===== src/sv/fem_pkg.sv =====
// Package for the fault escalation manager: item structs, operation and severity
// codes, register indexes and reset values, and the tick scan summary struct.
// No dependencies.
`timescale 1ns / 1ps

package fem_pkg;

  typedef enum logic [1:0] {
    OP_TRIGGER = 2'd0,
    OP_CLEAR   = 2'd1,
    OP_TICK    = 2'd2
  } op_e;

  typedef enum logic [1:0] {
    SEV_CRITICAL    = 2'd0,
    SEV_RECOVERABLE = 2'd1,
    SEV_WARNING     = 2'd2,
    SEV_PLAIN       = 2'd3
  } sev_e;

  // Register index, taken from paddr[3:2]
  localparam logic [1:0] REG_SEVERITY_MAP = 2'd0;
  localparam logic [1:0] REG_RECOVER_TIME = 2'd1;
  localparam logic [1:0] REG_TOGGLE_PERIOD = 2'd2;

  localparam logic [15:0] SEVERITY_MAP_RST  = 16'hA440;
  localparam logic [31:0] RECOVER_TIME_RST  = 32'd10000;
  localparam logic [15:0] TOGGLE_PERIOD_RST = 16'd500;

  typedef struct packed {
    logic [1:0]  operation;
    logic [3:0]  error_index;
    logic [15:0] elapsed_ms;
  } in_item_t;

  typedef struct packed {
    logic       red_led;
    logic       green_led;
    logic       halted;
    logic [2:0] halt_source;
  } out_item_t;

  // Summary of one tick scan over the source table
  typedef struct packed {
    logic       halt;
    logic [2:0] halt_idx;
    logic       restart_timer;
    logic       toggle_red;
    logic       toggle_green;
  } scan_t;

endpackage


===== src/sv/fem_if.sv =====
// Valid/ready channel interfaces for the fault escalation manager items.
// Depends on fem_pkg for the payload structs.
`timescale 1ns / 1ps

interface fem_in_if;
  logic             valid;
  logic             ready;
  fem_pkg::in_item_t data;
  modport source (output valid, output data, input ready);
  modport sink   (input valid, input data, output ready);
endinterface

interface fem_out_if;
  logic              valid;
  logic              ready;
  fem_pkg::out_item_t data;
  modport source (output valid, output data, input ready);
  modport sink   (input valid, input data, output ready);
endinterface


===== src/sv/fem_tick_scan.sv =====
// Tick scan of the source table: escalation search and indicator toggle decision.
// Depends on fem_pkg.
`timescale 1ns / 1ps

module fem_tick_scan #(
  parameter int NUM_SOURCES = 8
) (
  input  logic [NUM_SOURCES-1:0] active_i,
  input  logic [31:0]            stamp_i [NUM_SOURCES],
  input  logic [15:0]            severity_map_i,
  input  logic [31:0]            recover_time_i,
  input  logic [15:0]            toggle_period_i,
  input  logic [31:0]            clock_i,
  input  logic [31:0]            last_toggle_i,
  output fem_pkg::scan_t         scan_o
);

  logic [NUM_SOURCES-1:0] expired;
  logic                   period_zero;
  logic                   period_pass;

  always_comb begin
    for (int i = 0; i < NUM_SOURCES; i++) begin
      expired[i] = ((clock_i - stamp_i[i]) >= recover_time_i);
    end
  end

  assign period_zero = (toggle_period_i == 16'd0);
  assign period_pass = ((clock_i - last_toggle_i) >= {16'd0, toggle_period_i});

  // Walk the sources in index order; active sources ahead of the first escalating
  // source drive the toggles: all of them if the period is zero, else the first.
  always_comb begin
    logic          found;
    logic          seen;
    logic          red_par;
    logic          green_par;
    logic [2:0]    hidx;
    fem_pkg::sev_e sev;
    found     = 1'b0;
    seen      = 1'b0;
    red_par   = 1'b0;
    green_par = 1'b0;
    hidx      = 3'd0;
    for (int i = 0; i < NUM_SOURCES; i++) begin
      sev = fem_pkg::sev_e'(severity_map_i[2*i +: 2]);
      if (active_i[i] && !found) begin
        if (sev == fem_pkg::SEV_RECOVERABLE && expired[i]) begin
          found = 1'b1;
          hidx  = 3'(i);
        end else begin
          if (period_zero || !seen) begin
            red_par   = red_par ^ (sev == fem_pkg::SEV_RECOVERABLE);
            green_par = green_par ^ (sev == fem_pkg::SEV_WARNING);
          end
          seen = 1'b1;
        end
      end
    end
    scan_o.halt          = found;
    scan_o.halt_idx      = hidx;
    scan_o.restart_timer = seen && period_pass;
    scan_o.toggle_red    = red_par && period_pass;
    scan_o.toggle_green  = green_par && period_pass;
  end

endmodule


===== src/sv/fault_escalation_manager.sv =====
// Fault escalation manager: result valid in the cycle after the input transfer;
// 1 item per cycle while the result register is empty or draining, one result per
// item, set by the table update and the tick scan's 32-bit elapsed-time compares.
// Reset (rst_ni low, asynchronous): source table, clock, indicators and halt clear;
// registers return to their default values. No clearing pass is needed.
// Depends on fem_pkg, fem_if (fem_in_if, fem_out_if) and fem_tick_scan.
`timescale 1ns / 1ps

module fault_escalation_manager #(
  parameter int NUM_SOURCES = 8
) (
  input  logic        clk_i,
  input  logic        rst_ni,
  fem_in_if.sink      in_i,
  fem_out_if.source   out_o,
  // Configuration port
  input  logic        psel,
  input  logic        penable,
  input  logic        pwrite,
  input  logic [3:0]  paddr,
  input  logic [31:0] pwdata,
  output logic [31:0] prdata,
  output logic        pready
);

  // ---------------------------------------------------------------------------
  // Configuration registers
  // ---------------------------------------------------------------------------
  logic [15:0] sev_map_q;
  logic [31:0] recover_q;
  logic [15:0] period_q;
  logic        cfg_write;

  assign pready    = 1'b1;
  assign cfg_write = psel && penable && pwrite;

  always_ff @(posedge clk_i or negedge rst_ni) begin
    if (!rst_ni) begin
      sev_map_q <= fem_pkg::SEVERITY_MAP_RST;
      recover_q <= fem_pkg::RECOVER_TIME_RST;
      period_q  <= fem_pkg::TOGGLE_PERIOD_RST;
    end else if (cfg_write) begin
      case (paddr[3:2])
        fem_pkg::REG_SEVERITY_MAP:  sev_map_q <= pwdata[15:0];
        fem_pkg::REG_RECOVER_TIME:  recover_q <= pwdata;
        fem_pkg::REG_TOGGLE_PERIOD: period_q  <= pwdata[15:0];
        default: ;
      endcase
    end
  end

  always_comb begin
    case (paddr[3:2])
      fem_pkg::REG_SEVERITY_MAP:  prdata = {16'd0, sev_map_q};
      fem_pkg::REG_RECOVER_TIME:  prdata = recover_q;
      fem_pkg::REG_TOGGLE_PERIOD: prdata = {16'd0, period_q};
      default:                    prdata = 32'd0;
    endcase
  end

  // ---------------------------------------------------------------------------
  // Handshake: the result register frees up when its transfer completes, so
  // take a new item whenever the register is empty or being drained.
  // ---------------------------------------------------------------------------
  logic               out_valid_q;
  fem_pkg::out_item_t out_data_q;
  logic               in_fire;

  assign in_i.ready  = !out_valid_q || out_o.ready;
  assign in_fire     = in_i.valid && in_i.ready;
  assign out_o.valid = out_valid_q;
  assign out_o.data  = out_data_q;

  // ---------------------------------------------------------------------------
  // Source table and global state
  // ---------------------------------------------------------------------------
  logic [NUM_SOURCES-1:0] active_q, active_d;
  logic [NUM_SOURCES-1:0] timeout_q, timeout_d;
  logic [31:0]            stamp_q [NUM_SOURCES];
  logic [31:0]            stamp_d [NUM_SOURCES];
  logic [31:0]            clock_q, clock_d;
  logic [31:0]            last_toggle_q, last_toggle_d;
  logic                   red_q, red_d;
  logic                   green_q, green_d;
  logic                   halt_q, halt_d;
  logic [2:0]             halt_idx_q, halt_idx_d;

  logic [31:0]            tick_clock;
  fem_pkg::scan_t         scan;

  // Clock value after this tick; the scan measures ages against it
  assign tick_clock = clock_q + {16'd0, in_i.data.elapsed_ms};

  fem_tick_scan #(
    .NUM_SOURCES(NUM_SOURCES)
  ) u_scan (
    .active_i       (active_q),
    .stamp_i        (stamp_q),
    .severity_map_i (sev_map_q),
    .recover_time_i (recover_q),
    .toggle_period_i(period_q),
    .clock_i        (tick_clock),
    .last_toggle_i  (last_toggle_q),
    .scan_o         (scan)
  );

  always_comb begin
    logic [NUM_SOURCES-1:0] sel;
    logic                   sel_halt;
    sel_halt      = 1'b0;
    active_d      = active_q;
    timeout_d     = timeout_q;
    stamp_d       = stamp_q;
    clock_d       = clock_q;
    last_toggle_d = last_toggle_q;
    red_d         = red_q;
    green_d       = green_q;
    halt_d        = halt_q;
    halt_idx_d    = halt_idx_q;

    // One-hot source select; indices beyond the table select nothing
    for (int i = 0; i < NUM_SOURCES; i++) begin
      sel[i] = (in_i.data.error_index == 4'(i));
    end

    if (!halt_q) begin
      case (in_i.data.operation)
        fem_pkg::OP_TRIGGER: begin
          for (int i = 0; i < NUM_SOURCES; i++) begin
            if (sel[i]) begin
              // Stamp only on the inactive-to-active edge
              if (!active_q[i]) begin
                active_d[i] = 1'b1;
                stamp_d[i]  = clock_q;
              end
              if (fem_pkg::sev_e'(sev_map_q[2*i +: 2]) == fem_pkg::SEV_CRITICAL ||
                  timeout_q[i]) begin
                sel_halt   = 1'b1;
                halt_idx_d = 3'(i);
              end
            end
          end
          if (sel_halt) begin
            halt_d = 1'b1;
            red_d  = 1'b1;
          end
        end
        fem_pkg::OP_CLEAR: begin
          for (int i = 0; i < NUM_SOURCES; i++) begin
            if (sel[i] && active_q[i]) begin
              active_d[i]  = 1'b0;
              timeout_d[i] = 1'b0;
              stamp_d[i]   = 32'd0;
              red_d        = 1'b0;
            end
          end
        end
        fem_pkg::OP_TICK: begin
          clock_d = tick_clock;
          if (scan.restart_timer) begin
            last_toggle_d = tick_clock;
          end
          red_d   = red_q ^ scan.toggle_red;
          green_d = green_q ^ scan.toggle_green;
          // Escalation ends the scan; toggles ahead of it still stand
          if (scan.halt) begin
            for (int i = 0; i < NUM_SOURCES; i++) begin
              if (scan.halt_idx == 3'(i)) begin
                timeout_d[i] = 1'b1;
              end
            end
            halt_d     = 1'b1;
            halt_idx_d = scan.halt_idx;
            red_d      = 1'b1;
          end
        end
        default: ;
      endcase
    end
  end

  always_ff @(posedge clk_i or negedge rst_ni) begin
    if (!rst_ni) begin
      active_q      <= '0;
      timeout_q     <= '0;
      for (int i = 0; i < NUM_SOURCES; i++) begin
        stamp_q[i] <= 32'd0;
      end
      clock_q       <= 32'd0;
      last_toggle_q <= 32'd0;
      red_q         <= 1'b0;
      green_q       <= 1'b0;
      halt_q        <= 1'b0;
      halt_idx_q    <= 3'd0;
    end else if (in_fire) begin
      active_q      <= active_d;
      timeout_q     <= timeout_d;
      stamp_q       <= stamp_d;
      clock_q       <= clock_d;
      last_toggle_q <= last_toggle_d;
      red_q         <= red_d;
      green_q       <= green_d;
      halt_q        <= halt_d;
      halt_idx_q    <= halt_idx_d;
    end
  end

  // ---------------------------------------------------------------------------
  // Result register: load the post-item view on each accepted transfer,
  // drop valid once the result transfer completes.
  // ---------------------------------------------------------------------------
  always_ff @(posedge clk_i or negedge rst_ni) begin
    if (!rst_ni) begin
      out_valid_q <= 1'b0;
    end else if (in_fire) begin
      out_valid_q <= 1'b1;
    end else if (out_o.ready) begin
      out_valid_q <= 1'b0;
    end
  end

  always_ff @(posedge clk_i) begin
    if (in_fire) begin
      out_data_q.red_led     <= halt_d || red_d;
      out_data_q.green_led   <= green_d;
      out_data_q.halted      <= halt_d;
      out_data_q.halt_source <= halt_d ? halt_idx_d : 3'd0;
    end
  end

  // ---------------------------------------------------------------------------
  // Assertions
  // ---------------------------------------------------------------------------
  // Halt is sticky and freezes the clock and the halting index
  a_halt_sticky : assert property (@(posedge clk_i) disable iff (!rst_ni)
    halt_q |=> (halt_q && $stable(clock_q) && $stable(halt_idx_q)))
    else $error("halt state changed after halt");

  // A halted result always shows the red indicator on
  a_halt_red : assert property (@(posedge clk_i) disable iff (!rst_ni)
    (out_valid_q && out_data_q.halted) |-> out_data_q.red_led)
    else $error("halted result without red indicator");

  // A result appears only after an input transfer
  a_result_src : assert property (@(posedge clk_i) disable iff (!rst_ni)
    $rose(out_valid_q) |-> $past(in_fire))
    else $error("result valid without an accepted item");

  // The state only moves on an accepted item
  a_state_hold : assert property (@(posedge clk_i) disable iff (!rst_ni)
    !in_fire |=> ($stable(clock_q) && $stable(active_q) && $stable(halt_q)))
    else $error("state changed without an accepted item");

endmodule

===== src/flat_wrapper.sv =====
// flat-port wrapper written by rule: the top's interface ports become plain ports
module fault_escalation_manager_flat 
#(
  parameter int NUM_SOURCES = 8
)
  (clk_i, rst_ni, psel, penable, pwrite, paddr, pwdata, prdata, pready, in_i_valid, in_i_data, in_i_ready, out_o_valid, out_o_data, out_o_ready);
  fem_in_if in_i_i ();
  fem_out_if out_o_i ();
  input  logic clk_i;
  input  logic rst_ni;
  input  logic psel;
  input  logic penable;
  input  logic pwrite;
  input  logic [3:0] paddr;
  input  logic [31:0] pwdata;
  output logic [31:0] prdata;
  output logic pready;
  input wire logic [$bits(in_i_i.valid)-1:0] in_i_valid;
  input wire logic [$bits(in_i_i.data)-1:0] in_i_data;
  output wire logic [$bits(in_i_i.ready)-1:0] in_i_ready;
  output wire logic [$bits(out_o_i.valid)-1:0] out_o_valid;
  output wire logic [$bits(out_o_i.data)-1:0] out_o_data;
  input wire logic [$bits(out_o_i.ready)-1:0] out_o_ready;
  assign in_i_i.valid = in_i_valid;
  assign in_i_i.data = in_i_data;
  assign in_i_ready = in_i_i.ready;
  assign out_o_valid = out_o_i.valid;
  assign out_o_data = out_o_i.data;
  assign out_o_i.ready = out_o_ready;
  fault_escalation_manager #(.NUM_SOURCES(NUM_SOURCES)) u_core (.clk_i(clk_i), .rst_ni(rst_ni), .in_i(in_i_i), .out_o(out_o_i), .psel(psel), .penable(penable), .pwrite(pwrite), .paddr(paddr), .pwdata(pwdata), .prdata(prdata), .pready(pready));
endmodule

===== config.mk =====
export PLATFORM = sky130hd
export DESIGN_NAME = fault_escalation_manager_flat
export DESIGN_NICKNAME = d
export VERILOG_FILES = /design/src/sv/fem_pkg.sv /design/src/sv/fem_if.sv /design/src/sv/fem_tick_scan.sv /design/src/sv/fault_escalation_manager.sv /design/src/flat_wrapper.sv
export SDC_FILE = /design/constraint.sdc
export NUM_CORES = 2
export LEC_CHECK = 0
export BUFFER_PORTS_ARGS = -buffer_cell sky130_fd_sc_hd__buf_2
export CAP_MARGIN = 40
export CORE_UTILIZATION = 40
export DETAILED_ROUTE_END_ITERATION = 12
export PLACE_DENSITY = 0.66
export SLEW_MARGIN = 20
export SYNTH_ARGS = -nofsm -noshare
export SYNTH_HDL_FRONTEND = slang
export SYNTH_SLANG_ARGS = --single-unit

===== constraint.sdc =====
create_clock -name clk_i -period 26.8 [get_ports clk_i]
set_clock_uncertainty 0.1 [all_clocks]
set_input_delay 1.34 -clock clk_i [delete_from_list [all_inputs] [get_ports clk_i]]
set_output_delay 1.34 -clock clk_i [all_outputs]
set_load 0.005 [all_outputs]

==> Word level (Yosys, flattened, before mapping) <==
Index checks and enable logic that the tools add are counted.
{ "word_totals": {"elab_cells": 451, "register_bits": 413} }
{ "classes": {"add_sub_neg": 10, "reduce_logical": 106, "n_lt_le_gt_ge": 9, "n_bitwise": 17, "n_eq_ne": 67, "n_mux": 204} }
{ "ops": {"columns": ["operator", "n"], "rows": [
  ["two-way mux 32 bit", 24],
  ["case mux 256 bit (2 select lines)", 1],
  ["subtractor 32 bit", 9],
  [">= comparator 32 bit", 8],
  ["two-way mux 1 bit", 142],
  ["case mux 32 bit (3 select lines)", 1],
  ["AND reduction 6 bit", 16],
  ["two-way mux 3 bit", 30],
  ["inequality test 2 x 1 -> 1 bit, second input constant", 25],
  ["AND reduction 5 bit", 8],
  ["adder 32 x 16 -> 32 bit", 1],
  [">= comparator 32 x 16 -> 1 bit", 1],
  ["case mux 8 bit (2 select lines)", 2],
  ["logical AND 1 bit", 29],
  ["equality test 2 x 1 -> 1 bit, second input constant", 10],
  ["equality test 2 bit, second input constant", 10],
  ["zero test 2 bit", 10],
  ["logical OR 1 bit", 17],
  ["equality test 4 x 3 -> 1 bit, second input constant", 4],
  ["zero test 16 bit", 1],
  ["inequality test 2 bit, second input constant", 8],
  ["XOR 1 bit", 16],
  ["zero test 1 bit", 15],
  ["equality test 3 bit, second input constant", 4],
  ["15 further kinds", 21]
]} }

==> Longest topological paths before layout <==
{ "depth": {"ltp_word": 41, "mapped_depth": 40, "ltp_nobuf": 40} }

==> Hierarchy <==
From an unflattened synthesis, not the netlist that was laid out.
{ "unflattened": {"cells_unflattened": 4444, "area_unflattened_um2": 37465.9} }
{ "modules_own_cells": {"columns": ["module", "area_each_um2", "cells_each", "n_inst", "seq_area_each_um2"], "rows": [
  ["fem_tick_scan", 20131.8, 2809, 1, 0.0],
  ["fault_escalation_manager", 17334.1, 1635, 1, 10383.7]
]} }

==> Worst setup path after synthesis <==
Ideal clock, no wire load.
{ "synth_path": {"path_type": "input to register", "startpoint": "in in_i_data[0]", "endpoint": "reg u_core.out_data_q, in the netlist u_core.out_o.data[5], data pin", "required_ns": 26.441, "t_arrival_ns": 10.103, "path_stages": 39, "setup_slack_ns": 16.338, "path_buffers": 0, "path_cell_list": "ha_1 fa_1 a21o_1 a21oi_1 o21bai_1 a21oi_1 o21bai_1 a21oi_1 o21bai_1 a2111o_1 a31oi_1 o21ai_0 xnor2_1 ha_1 a21o_1 a21o_1 or3_1 or3_1 [... 3 more ...] nor3_1 o21a_1 o31a_1 a21o_1 ha_1 nand4_2 or4_1 or2_0 nor3_2 o21ai_2 nand2_2 nor4_2 a211oi_2 o21ai_2 nor4_4 xnor3_1 o311a_1 a211o_1"} }
{ "synth_between": {"elab_chain_cells": 41, "word_cells_on_any_way": 124, "cone_classes": "add/sub: 10; order compare: 9; mux: 59; bitwise: 8; reduce/logical: 38"} }
{ "synth_lines": {"columns": ["item", "line_no", "text"], "rows": [
  ["start: declaration", "flat_wrapper.sv:19", "input wire logic [$bits(in_i_i.data)-1:0] in_i_data;"],
  ["adder 32 x 16 -> 32 bit (*)", "fault_escalation_manager.sv:92", "assign tick_clock = clock_q + {16'd0, in_i.data.elapsed_ms};"],
  ["named net u_core.tick_clock[14]", "fault_escalation_manager.sv:88", "logic [31:0] tick_clock;"],
  ["subtractor 32 bit", "fem_tick_scan.sv:24", "expired[i] = ((clock_i - stamp_i[i]) >= recover_time_i);"],
  [">= comparator 32 bit", "fem_tick_scan.sv:24", null],
  ["logical AND 1 bit", "fem_tick_scan.sv:48", "if (sev == fem_pkg::SEV_RECOVERABLE && expired[i]) begin"],
  ["two-way mux 1 bit", "fem_tick_scan.sv:48", null],
  ["two-way mux 1 bit", "fem_tick_scan.sv:47", "if (active_i[i] && !found) begin"],
  ["zero test 1 bit", "fem_tick_scan.sv:52", "if (period_zero || !seen) begin"],
  ["[... 26 more ...]", null, null],
  ["two-way mux 1 bit", "fem_tick_scan.sv:48", null],
  ["two-way mux 1 bit", "fem_tick_scan.sv:47", null],
  ["logical AND 1 bit", "fem_tick_scan.sv:63", "scan_o.toggle_red = red_par && period_pass;"],
  ["XOR 1 bit", "fault_escalation_manager.sv:163", "red_d = red_q ^ scan.toggle_red;"],
  ["two-way mux 1 bit", "fault_escalation_manager.sv:166", "if (scan.halt) begin"],
  ["case mux 1 bit (3 select lines)", "fault_escalation_manager.sv:127", "case (in_i.data.operation)"],
  ["two-way mux 1 bit", "fault_escalation_manager.sv:126", "if (!halt_q) begin"],
  ["logical OR 1 bit (*)", "fault_escalation_manager.sv:224", "out_data_q.red_led <= halt_d || red_d;"],
  ["end: declaration", "fault_escalation_manager.sv:66", "fem_pkg::out_item_t out_data_q;"]
]} }
Mark *: on every way through the listed nets, which the timed path passes. The rest lies on a longest branch.
A chain may end at the register's enable or synchronous reset.

==> Final worst setup path <==
Ends and elaborated chain as after synthesis.

==> key figures <==
Timing
  • Tmin final: 11.33 ns
  • RSZ-0062 raised after global routing: no
  • Max Slew Vio Count: 0
  • Least-Margin Pin Slew: 0.891 ns
  • Fin. Hold Viols: 0
  • Achievable Freq: 88.2 MHz
  • Setup-failing EPs final: 0
  • Setup TNS: 0 ns
  • Period utilisation layout: 42.3%
  • Rel. slew slack: 40.2%

Cells and area
  • Synth-to-Final Area Change: 10.8%
  • Total Nets Final: 5,289
  • Layout Cells excl Fill: 5,932
  • Share of cells above drive strength 1: 8.60%

Die
  • Die Span X: 308 microns
  • Area of the die: 94,800 sq um
  • I/O pins: 106
  • Initial Util: 40.6%
  • Core area: 92,200 sq um
  • Die span in y: 308 microns
  • Site Rows: 111

Global route
  • Antenna violations before repair: 3
  • Pin count of the biggest net entering global routing: 109
  • Total grt overflow: 0
  • Tot GR Track Use: 21.2%
  • Vias in the first global route: 31.4k
  • First-pass GRT wire length: 161,000 microns

Setup path
  • CP max-delay cell: a221oi_1
  • Crit-path most repeated cell: a21o_1
  • Critical path's largest stage delay: 0.55 ns
  • Worst Setup End Kind: flop
  • Startpoint Class: primary input
  • Req. time, crit path: 27.06 ns
  • Worst-path maximum fanout: 11
  • Setup CP Type: primary input to flop
  • Critical path arrival: 11.60 ns

Routing
  • First-pass detailed-route iteration total: 5
  • WL final: 100,000 microns
  • Drt initial violations: 1,620
  • Drt wl/cell: 16.9 microns
  • Via count: 32.0k
  • # DRC: 0
  • ANT nets after route: 0
  • Via/cell ratio: 5.40

Synthesis
  • Synthesized area: 37,400 sq um
  • Synth top area share: 26.2%
  • Sequential area share after synthesis: 27.7%
  • Syn Inst Count: 4,533
  • Commonest register cell after synthesis: dfrtp_1
  • Yosys reg bits: 413
  • Post-Syn Nets: 5,175
  • Ranking of synthesized cells by area: dfrtp_1, ha_1, o21ai_0, nand2_1, xnor2_1
  • Synth warn: 0
  • EDFF count, synth: 6
  • Area leader, netlist: dfrtp_1
  • Syn avg cell area: 8.26 sq um
  • Synth async-reset ratio: 98.5%
  • Synth cell types: 110

Placed design
  • IO Port Bufs: 102
  • Placer Congestion: 0.910
  • Post-DP HPWL: 80,500 microns
  • Placed Instances: 5,833

Clock tree
  • Sink Count: 413
  • Skew-Pair Late Insertion Delay: 0.62 ns
  • CTS tree: built
  • CTS buffer count: 52
  • Setup Buffers After CTS: 0
  • Post-CTS Hold Buffers: 0
  • Clk root buf: clkbuf_16
  • Longest Clk Path Bufs: 3
  • Cts repair resizes: 0
  • H-tree levels: 2
  • Clk slew on worst S/H paths: 0.06 ns

Job
  • Max-cap violation count: 0

Min path
  • Worst min path class: flop to flop

Run status
  • Outcome: finished clean
==> metal layers <==
| metal | wire (microns) | share of wire [%] | track usage, % |
|---|---|---|---|
| met2 | 45800 | 46 | 35.9 |
| met1 | 47000 | 47 | 28.2 |
| met5 | 22 | 0.022 | 0 |
| met4 | 2870 | 2.9 | 6.55 |
| met3 | 4680 | 4.7 | 2.31 |
==> path summary, 6_finish.rpt <==
kind                                                 startpoint  depth (start not counted)  slack (ns)                              end
worst min-delay path            u_core.stamp_q[135]$_DFFE_PN0P_                          2        0.38  u_core.stamp_q[135]$_DFFE_PN0P_
worst min register to register  u_core.stamp_q[135]$_DFFE_PN0P_                          2        0.38  u_core.stamp_q[135]$_DFFE_PN0P_
worst max-delay path                               in_i_data[0]                         41       15.47   u_core.out_o.data[5]$_DFFE_PP_
worst max register to register    u_core.clock_q[0]$_DFFE_PN0P_                         40       15.89   u_core.out_o.data[5]$_DFFE_PP_
min in group asynchronous                                rst_ni                          1        0.71  u_core.sev_map_q[1]$_DFFE_PN0P_
max in group asynchronous                                rst_ni                          5       24.09   u_core.stamp_q[59]$_DFFE_PN0P_
==> cells in the final DEF, fill, tap and decap left out, types with 50 or more instances in the layout <==
cell type,n
buf_2,101
dfrtp_1,392
ha_1,567
clkbuf_16,53
nor3_1,73
a21oi_1,276
buf_4,51
xor2_1,71
nand2b_1,57
inv_1,430
a21o_1,95
nor2_1,250
o21a_1,50
o21ai_0,503
xnor2_1,202
nand3_1,91
nand2_1,634
nor2b_1,54
==> critical path: cells and delay by family <==
kind	cells	cell delay, ns
xor gates and xnor gates	2	0.59
adders and majority gates	4	1.35
AOI/OAI and AO/OA	25	6.46
buffers and inverters	2	0.35
and+or+nand+nor	8	1.53
==> through the flow <==
step / util, % / hold slack (ns) / instance area, sq um / setup slack [ns]
5_1_grt: 45.0 / 0.394 / 41500 / 14.89
6_report: 45.0 / 0.376 / 41500 / 15.47
3_3_place_gp: 42.9 / 0.361 / 39600 / 14.94
2_1_floorplan: - / 0.350 / 37400 / 16.34
4_1_cts: 44.9 / 0.382 / 41400 / 15.49
3_5_place_dp: 43.0 / 0.370 / 39600 / 14.85
==> area by class of cell <==
type                       instances  area (sq um)
fill                            9108         50800
clock inverter                    17           220
sequential                       413         10400
antenna                            1          2.50
timing repair buffer             157          1010
tap                             1243          1560
clock buffer                      78          1560
inverter                         431          1620
multi-input combinational       3592         25100
==> sequential cells by signal, summed over array words and instances (netlist names), 3 cells and up <==
name and count:
u_core.out_o.data 6, u_core.halt_idx_q 3, u_core.active_q 8, u_core.stamp_q 256, u_core.sev_map_q 16, u_core.clock_q 32, u_core.last_toggle_q 32, u_core.timeout_q 8
u_core.recover_q 32, u_core.period_q 16
==> synthesized netlist by cell type, types with 57 or more instances <==
cell type  instances
ha_1             567
o21ai_0          503
nand3_1           99
nor3_1            76
nor2_1           250
inv_1            430
a21o_1            95
a21oi_1          276
xnor2_1          206
dfrtp_1          392
nand2b_1          57
xor2_1            72
clkbuf_1          83
nand2_1          634
==> kinds of logic after synthesis <==
logic type	count (synthesis)	synth area share, %
adder cells (fa/ha/maj)	577	19.5
AND/OR/NAND/NOR	1392	17.3
XOR/XNOR	283	6.79
buffers and inverters	528	5.42
other	1	0.0100
flip-flops	413	27.7
AO/OA/AOI/OAI	1252	20.4
multiplexers	87	2.82
Power is not shown: default switching activity piles up to over one toggle a cycle in this logic, so the estimate is an artifact.
